--- src/design/oledtb_pkg.sv ---
// ----------------------------------------------------------------------------
// oledtb_pkg
// Shared types, codes and constant tables for the OLED text byte generator.
// ----------------------------------------------------------------------------
package oledtb_pkg;

    localparam int INIT_LEN  = 23;
    localparam int CURS_LEN  = 3;
    localparam int CHAR_LEN  = 6;
    localparam int GLYPH_W   = 5;
    localparam int FIRST_CHAR = 32;

    typedef enum logic [1:0] {
        KIND_INIT   = 2'd0,
        KIND_CURSOR = 2'd1,
        KIND_CHAR   = 2'd2,
        KIND_NONE   = 2'd3
    } kind_t;

    typedef enum logic [1:0] {
        SRC_INIT  = 2'd0,
        SRC_GLYPH = 2'd1,
        SRC_IMM   = 2'd2
    } src_t;

    // one ROM read request with the flags that travel alongside it
    typedef struct packed {
        src_t       src;
        logic [6:0] glyph_idx;
        logic [4:0] cnt;
        logic [7:0] imm;
        logic       is_cmd;
        logic       last;
    } rd_req_t;

    typedef struct packed {
        logic busy;
        logic issue;
        logic last;
    } seq_status_t;

    function automatic logic [7:0] init_byte(input logic [4:0] idx);
        logic [7:0] b;
        case (idx)
            5'd0:  b = 8'hAE;
            5'd1:  b = 8'hD5;
            5'd2:  b = 8'h80;
            5'd3:  b = 8'hA8;
            5'd4:  b = 8'h3F;
            5'd5:  b = 8'hD3;
            5'd6:  b = 8'h00;
            5'd7:  b = 8'h40;
            5'd8:  b = 8'h8D;
            5'd9:  b = 8'h14;
            5'd10: b = 8'hA1;
            5'd11: b = 8'hC8;
            5'd12: b = 8'hDA;
            5'd13: b = 8'h12;
            5'd14: b = 8'h81;
            5'd15: b = 8'hCF;
            5'd16: b = 8'hD9;
            5'd17: b = 8'hF1;
            5'd18: b = 8'hDB;
            5'd19: b = 8'h40;
            5'd20: b = 8'hA4;
            5'd21: b = 8'hA6;
            5'd22: b = 8'hAF;
            default: b = 8'h00;
        endcase
        return b;
    endfunction

    // five columns of a glyph, leftmost column in the top byte, bit 0 at the top
    function automatic logic [39:0] glyph_row(input logic [6:0] idx);
        logic [39:0] r;
        case (idx)
            7'd0:  r = 40'h00_00_00_00_00;
            7'd1:  r = 40'h00_00_5F_00_00;
            7'd2:  r = 40'h00_07_00_07_00;
            7'd3:  r = 40'h14_7F_14_7F_14;
            7'd4:  r = 40'h24_2A_7F_2A_12;
            7'd5:  r = 40'h23_13_08_64_62;
            7'd6:  r = 40'h36_49_55_22_50;
            7'd7:  r = 40'h00_05_03_00_00;
            7'd8:  r = 40'h00_1C_22_41_00;
            7'd9:  r = 40'h00_41_22_1C_00;
            7'd10: r = 40'h14_08_3E_08_14;
            7'd11: r = 40'h08_08_3E_08_08;
            7'd12: r = 40'h00_50_30_00_00;
            7'd13: r = 40'h08_08_08_08_08;
            7'd14: r = 40'h00_60_60_00_00;
            7'd15: r = 40'h20_10_08_04_02;
            7'd16: r = 40'h3E_51_49_45_3E;
            7'd17: r = 40'h00_42_7F_40_00;
            7'd18: r = 40'h42_61_51_49_46;
            7'd19: r = 40'h21_41_45_4B_31;
            7'd20: r = 40'h18_14_12_7F_10;
            7'd21: r = 40'h27_45_45_45_39;
            7'd22: r = 40'h3C_4A_49_49_30;
            7'd23: r = 40'h01_71_09_05_03;
            7'd24: r = 40'h36_49_49_49_36;
            7'd25: r = 40'h06_49_49_29_1E;
            7'd26: r = 40'h00_36_36_00_00;
            7'd27: r = 40'h00_56_36_00_00;
            7'd28: r = 40'h08_14_22_41_00;
            7'd29: r = 40'h14_14_14_14_14;
            7'd30: r = 40'h00_41_22_14_08;
            7'd31: r = 40'h02_01_51_09_06;
            7'd32: r = 40'h32_49_79_41_3E;
            7'd33: r = 40'h7E_11_11_11_7E;
            7'd34: r = 40'h7F_49_49_49_36;
            7'd35: r = 40'h3E_41_41_41_22;
            7'd36: r = 40'h7F_41_41_41_3E;
            7'd37: r = 40'h7F_49_49_49_41;
            7'd38: r = 40'h7F_09_09_09_01;
            7'd39: r = 40'h3E_41_49_49_7A;
            7'd40: r = 40'h7F_08_08_08_7F;
            7'd41: r = 40'h00_41_7F_41_00;
            7'd42: r = 40'h20_40_41_3F_01;
            7'd43: r = 40'h7F_08_14_22_41;
            7'd44: r = 40'h7F_40_40_40_40;
            7'd45: r = 40'h7F_02_04_02_7F;
            7'd46: r = 40'h7F_04_08_10_7F;
            7'd47: r = 40'h3E_41_41_41_3E;
            7'd48: r = 40'h7F_09_09_09_06;
            7'd49: r = 40'h3E_41_51_21_5E;
            7'd50: r = 40'h7F_09_19_29_46;
            7'd51: r = 40'h46_49_49_49_31;
            7'd52: r = 40'h01_01_7F_01_01;
            7'd53: r = 40'h3F_40_40_40_3F;
            7'd54: r = 40'h1F_20_40_20_1F;
            7'd55: r = 40'h7F_20_18_20_7F;
            7'd56: r = 40'h63_14_08_14_63;
            7'd57: r = 40'h03_04_78_04_03;
            7'd58: r = 40'h61_51_49_45_43;
            7'd59: r = 40'h00_7F_41_41_00;
            7'd60: r = 40'h02_04_08_10_20;
            7'd61: r = 40'h00_41_41_7F_00;
            7'd62: r = 40'h04_02_01_02_04;
            7'd63: r = 40'h40_40_40_40_40;
            7'd64: r = 40'h00_03_05_00_00;
            7'd65: r = 40'h20_54_54_54_78;
            7'd66: r = 40'h7F_48_44_44_38;
            7'd67: r = 40'h38_44_44_44_20;
            7'd68: r = 40'h38_44_44_48_7F;
            7'd69: r = 40'h38_54_54_54_18;
            7'd70: r = 40'h08_7E_09_01_02;
            7'd71: r = 40'h08_14_54_54_3C;
            7'd72: r = 40'h7F_08_04_04_78;
            7'd73: r = 40'h00_44_7D_40_00;
            7'd74: r = 40'h20_40_40_44_3D;
            7'd75: r = 40'h7F_10_28_44_00;
            7'd76: r = 40'h00_41_7F_40_00;
            7'd77: r = 40'h7C_04_18_04_78;
            7'd78: r = 40'h7C_08_04_04_78;
            7'd79: r = 40'h38_44_44_44_38;
            7'd80: r = 40'h7C_14_14_14_08;
            7'd81: r = 40'h08_14_14_18_7C;
            7'd82: r = 40'h7C_08_04_04_08;
            7'd83: r = 40'h48_54_54_54_20;
            7'd84: r = 40'h04_3F_44_40_20;
            7'd85: r = 40'h3C_40_40_20_7C;
            7'd86: r = 40'h1C_20_40_20_1C;
            7'd87: r = 40'h3C_40_30_40_3C;
            7'd88: r = 40'h44_28_10_28_44;
            7'd89: r = 40'h0C_50_50_50_3C;
            7'd90: r = 40'h44_64_54_4C_44;
            7'd91: r = 40'h00_08_36_41_00;
            7'd92: r = 40'h00_00_7F_00_00;
            7'd93: r = 40'h00_41_36_08_00;
            7'd94: r = 40'h08_08_2A_1C_08;
            7'd95: r = 40'h08_1C_2A_08_08;
            default: r = 40'h00_00_00_00_00;
        endcase
        return r;
    endfunction

endpackage

--- src/design/oledtb_seq.sv ---
// ----------------------------------------------------------------------------
// oledtb_seq
// Request sequencer: holds the current request and issues one ROM read per
// cycle while the output stage can take a byte.
// ----------------------------------------------------------------------------
module oledtb_seq (
    input  logic                    aclk,
    input  logic                    aresetn,
    input  logic                    s_valid,
    output logic                    s_ready,
    input  logic [1:0]              s_kind,
    input  logic [6:0]              s_column,
    input  logic [2:0]              s_page,
    input  logic [7:0]              s_char_code,
    input  logic                    advance,
    output oledtb_pkg::rd_req_t     rd_req,
    output oledtb_pkg::seq_status_t status
);

    logic              busy_reg, busy_next;
    oledtb_pkg::kind_t kind_reg, kind_next;
    logic [4:0]        cnt_reg, cnt_next;
    logic [6:0]        column_reg, column_next;
    logic [2:0]        page_reg, page_next;
    logic [6:0]        idx_reg, idx_next;

    logic       issue;
    logic       last;
    logic       accept;
    logic [4:0] last_cnt;

    always_ff @(posedge aclk) begin
        if (!aresetn) begin
            busy_reg <= 1'b0;
        end else begin
            busy_reg <= busy_next;
        end
        kind_reg   <= kind_next;
        cnt_reg    <= cnt_next;
        column_reg <= column_next;
        page_reg   <= page_next;
        idx_reg    <= idx_next;
    end

    always_comb begin
        unique case (kind_reg)
            oledtb_pkg::KIND_INIT:   last_cnt = 5'(oledtb_pkg::INIT_LEN - 1);
            oledtb_pkg::KIND_CURSOR: last_cnt = 5'(oledtb_pkg::CURS_LEN - 1);
            oledtb_pkg::KIND_CHAR:   last_cnt = 5'(oledtb_pkg::CHAR_LEN - 1);
            default:                 last_cnt = 5'd0;
        endcase
        issue   = busy_reg && advance;
        last    = (cnt_reg == last_cnt);
        s_ready = !busy_reg || (issue && last);
        accept  = s_valid && s_ready;

        busy_next   = busy_reg;
        kind_next   = kind_reg;
        cnt_next    = cnt_reg;
        column_next = column_reg;
        page_next   = page_reg;
        idx_next    = idx_reg;

        if (issue) begin
            if (last) begin
                busy_next = 1'b0;
            end else begin
                cnt_next = cnt_reg + 5'd1;
            end
        end
        if (accept) begin
            // unknown kind is taken and dropped
            busy_next   = (oledtb_pkg::kind_t'(s_kind) != oledtb_pkg::KIND_NONE);
            kind_next   = oledtb_pkg::kind_t'(s_kind);
            cnt_next    = 5'd0;
            column_next = s_column;
            page_next   = s_page;
            // codes outside 32..127 draw as space
            if (!s_char_code[7] && (s_char_code[6:5] != 2'b00)) begin
                idx_next = s_char_code[6:0] - 7'(oledtb_pkg::FIRST_CHAR);
            end else begin
                idx_next = 7'd0;
            end
        end
    end

    always_comb begin
        rd_req.src       = oledtb_pkg::SRC_IMM;
        rd_req.glyph_idx = idx_reg;
        rd_req.cnt       = cnt_reg;
        rd_req.imm       = 8'h00;
        rd_req.is_cmd    = 1'b1;
        rd_req.last      = last;
        unique case (kind_reg)
            oledtb_pkg::KIND_INIT: begin
                rd_req.src = oledtb_pkg::SRC_INIT;
            end
            oledtb_pkg::KIND_CURSOR: begin
                case (cnt_reg[1:0])
                    2'd0:    rd_req.imm = {5'b10110, page_reg};
                    2'd1:    rd_req.imm = {4'h0, column_reg[3:0]};
                    default: rd_req.imm = {4'h1, 1'b0, column_reg[6:4]};
                endcase
            end
            oledtb_pkg::KIND_CHAR: begin
                rd_req.is_cmd = 1'b0;
                // trailing blank column comes from the immediate path
                if (cnt_reg < 5'(oledtb_pkg::GLYPH_W)) begin
                    rd_req.src = oledtb_pkg::SRC_GLYPH;
                end
            end
            default: begin
                rd_req.src = oledtb_pkg::SRC_IMM;
            end
        endcase
    end

    assign status.busy  = busy_reg;
    assign status.issue = issue;
    assign status.last  = last;

endmodule

--- config.mk ---
export PLATFORM = sky130hd
export DESIGN_NAME = oledtb_seq
export DESIGN_NICKNAME = d
export VERILOG_FILES = /design/src/design/oledtb_pkg.sv /design/src/design/oledtb_seq.sv
export SDC_FILE = /design/constraint.sdc
export NUM_CORES = 1
export LEC_CHECK = 0
export BUFFER_PORTS_ARGS = -buffer_cell sky130_fd_sc_hd__buf_2
export CORE_ASPECT_RATIO = 0.7
export CORE_MARGIN = 2
export CORE_UTILIZATION = 51
export DETAILED_ROUTE_END_ITERATION = 8
export GPL_TIMING_DRIVEN = 0
export HOLD_SLACK_MARGIN = 0.15
export PLACE_DENSITY = 0.83
export SYNTH_ARGS = -nofsm -noshare
export SYNTH_HDL_FRONTEND = slang
export SYNTH_SLANG_ARGS = --single-unit
--- constraint.sdc ---
create_clock -name aclk -period 4.87 [get_ports aclk]
set_clock_uncertainty 0.1 [all_clocks]
set_input_delay 0 -clock aclk [delete_from_list [all_inputs] [get_ports aclk]]
set_output_delay 0 -clock aclk [all_outputs]
set_load 0.03 [all_outputs]
==> impl_summary.md <==
Outcome
The run finished with clean final reports.

Timing
The actual transition at the worst max-transition pin is 0.837 ns. The share of the clock period used by the worst path is 52.6%. The number of failing hold endpoints at the final stage is 0. The highest clock frequency the design can meet is 391 MHz. Setup repair after global routing left no endpoint under its margin. The final-report max-slew violation count is 0.

The clock period could shrink to 2.56 ns. The final-layout setup total negative slack is 0 ns. The count of final setup violators is 0. The worst slew margin relative to its limit is 44.2%.

Global route
The global-route wire length before repair is 6060 um. The via count of the first global-routing pass is 1256. The largest net degree at the start of global routing is 20. The remaining global-route overflow is 0.

In the global route stage, overall resource usage came out at 27.7%. The number of antenna violations at the first check in global routing is 0.

Clock network
The number of buffers between clock root and the deepest sink is 2. The clock tree root driver cell is clkbuf_8. CTS built an H-tree with a depth of 1. Clock-pin slew was measured on the worst setup and hold paths at 0.09 ns.

The CTS tree is built. The count of cells resized by post-cts repair is 0. The clock net in this run drives a total of 25 sinks.

The number of buffers created by CTS is 3. The clock latency on the worst-skew pair is 0.27 ns.

Worst setup path
STA classifies the critical path endpoint as a flip-flop. The setup check on the worst reg-to-reg path leaves a slack of 2.31 ns. The endpoint identified for the worst register-to-register timing path is column_reg[2]$_DFFE_PP_. In this run the critical register-to-register path is launched from kind_reg[0]$_DFFE_PP_. The worst setup path is launched from a flip-flop. The worst register-to-register path has a depth of 5. The worst setup path category is flip-flop to flip-flop. Along the worst path, the maximum fanout reaches 19. The required time at the worst-slack endpoint is 4.68 ns. The data arrival time of the worst path is 2.37 ns.

Logic synthesis
The most frequent cell after synthesis is edfxtp_1. The cell area after synthesis is 0.00134 mm2. Averaged over all synthesized cells, the footprint is 11.4 um2. After synthesis, the most frequently instantiated cells are 19 x edfxtp_1, 9 x nor2_1, 7 x and2_1.

Sequential cells were found to cover 51.6% of the synthesized design area. The number of distinct standard cells referenced by the synthesized netlist is 38. The most instantiated flip-flop cell in the synthesis netlist is edfxtp_1. The number of enable flip-flop cells after synthesis is 19.

The area share of the leading cell type in the synthesized netlist is 42.6%. Synthesis produced a netlist whose cell count is 117. For this run, asynchronously set or reset flops after synthesis account for 0%. After synthesis the netlist holds a flip-flop and latch count of 25. The cell taking the most area after synthesis is edfxtp_1. The number of warnings reported in the yosys synthesis log is 0. When the netlist entered floorplanning its net count stood at 147. Yosys attributes the largest share of cell area to edfxtp_1 43%, dfxtp_1 9.0%, ha_1 5.6%.

Min path
For hold timing, the worst endpoint is column_reg[4]$_DFFE_PP_. The count of cells along the worst hold path is 2. The tightest min-delay check is of the primary input to flip-flop type. In this run the most critical hold path is launched from s_column[4].

Drt
The routed wire length is 3930 um. The detailed router placed 1289 vias in this run. The detailed-router iteration count before antenna repair is 4. The starting DRC count in detailed routing is 71. In the routed layout, each cell is associated on average with a via count of 5.49.

Dividing the detail-routed wire length by the instance count gives 16.7 um. The post-route antenna net violation count is 0. In the routed design, unresolved DRC markers number 0.

Final layout
For this run, the post-layout net count is 232. The signed area change from the synthesized netlist to the final layout is 48.3%. The finished cells cover 0.00199 mm2.

Cells with a size suffix above 1 make up 32.8% of the layout. 0 antenna diodes ended up in the layout. The layout has 168 filler cells.

Placed design
The port buffer count is 49. In this run the cell area measured after placement is 0.00163 mm2. The wire-length estimate of the detail-placed layout is 2200 um.

The global placement routability congestion is 0.757.

Die
The die covers 0.00306 mm2. The placement row count is 15. The die width is 65.2 um. After floorplanning, the core was sized to cover 0.00248 mm2. In this run the vertical extent of the chip is 46.9 um. Pin placement for this block handled 52 I/O pins. Once the floorplan was initialized, standard cells occupied 54.0% of the core.

Pwr
The completed layout was analyzed and its total power is 723 uW. Dividing total power by cell area gives a power density of 364 mW/mm2. The maximum ir drop on the vdd rail is 0.270 mV. The leakage power is 0.888 nW.

Flow run
The tool flagged a number of max-cap violations equal to 0.
## cell usage in the layout (no fill, tap or decap), drive strengths merged, types with 2 or more instances in the layout
cell / count
xnor2: 2
edfxtp: 19
buf: 56
a311oi: 2
and2: 7
dlygate4sd3: 31
nand4: 2
nor3b: 3
nor3: 2
nand2: 6
nor2: 10
o211ai: 2
inv: 5
clkbuf: 6
ha: 6
o21ai: 5
dfxtp: 6
nand2b: 4
a22oi: 3
nor2b: 2
a21boi: 2
a21oi: 6
## metal layers
layer  share of wire [%]  global-route usage [%]
met2                  51                    54.7
met4                 3.6                    9.58
met5                   0                       0
met3                 8.4                    6.95
met1                  37                    30.2
## metrics by stage
stage	std cells	util, %	setup WS, ns	hold slack (ns)
floorplan	117	-	2.49	-0.00113
global placement	200	65.7	2.48	0.0769
detailed placement	200	65.7	2.35	0.0781
CTS	235	80.2	2.33	0.337
global route	235	80.2	2.19	0.333
finish	235	80.2	2.31	0.332
## how the worst max path moves through the flow
stage	end	cells past startpoint	start	slack, ns
global route	column_reg[6]$_DFFE_PP_	4	cnt_reg[0]$_SDFFE_PP0P_	2.19
global placement	column_reg[6]$_DFFE_PP_	5	kind_reg[0]$_DFFE_PP_	2.48
finish	column_reg[2]$_DFFE_PP_	5	kind_reg[0]$_DFFE_PP_	2.31
CTS	column_reg[6]$_DFFE_PP_	4	cnt_reg[0]$_SDFFE_PP0P_	2.33
detailed placement	column_reg[6]$_DFFE_PP_	5	kind_reg[0]$_DFFE_PP_	2.35
floorplan	column_reg[0]$_DFFE_PP_	4	cnt_reg[0]$_SDFFE_PP0P_	2.49
## worst max-delay path, cell delays in order (launching register included)
cell	delay, ns
edfxtp_1	0.37
buf_2	0.18
nor4bb_1	0.49
a311oi_4	0.12
nor2_8	0.20
a31o_1	0.73
## final cells by class
cell class / count / area [um2] / area share (%)
plain buffers: 10 / 61.3 / 3.09
clock buffers: 3 / 41.3 / 2.08
clock inverters: 1 / 7.51 / 0.378
inverters: 5 / 18.8 / 0.945
multi-input cells: 77 / 568 / 28.6
flip-flops and latches: 25 / 691 / 34.8
well taps: 34 / 42.5 / 2.14
repair buffers: 80 / 556 / 28.0
## timing repair
| item | CTS | global route |
|---|---|---|
| setup buffers | 0 | 0 |
| setup endpoints to repair | 0 | 0 |
| hold buffers | 31 | 0 |
| hold endpoints to repair | 22 | 0 |
## logic make-up (layout without fill, tap and decap cells)
group,after synthesis,in the layout,share of synthesized area [%]
buffers and inverters,15,99,5.98
muxes,2,2,1.87
AOI/OAI and AO/OA,26,26,15.0
xor gates and xnor gates,3,3,1.96
adders and majority gates,6,6,5.61
and+or+nand+nor,39,39,17.8
DFF,25,25,51.6
other,1,1,0.280
## where the power goes
group	total [mW]	switching [mW]	internal (mW)
Clock	0.128	0.0701	0.0581
Sequential	0.285	0.0287	0.256
Combinational	0.311	0.192	0.119
No activity file was read; power rests on OpenSTA's default activity.
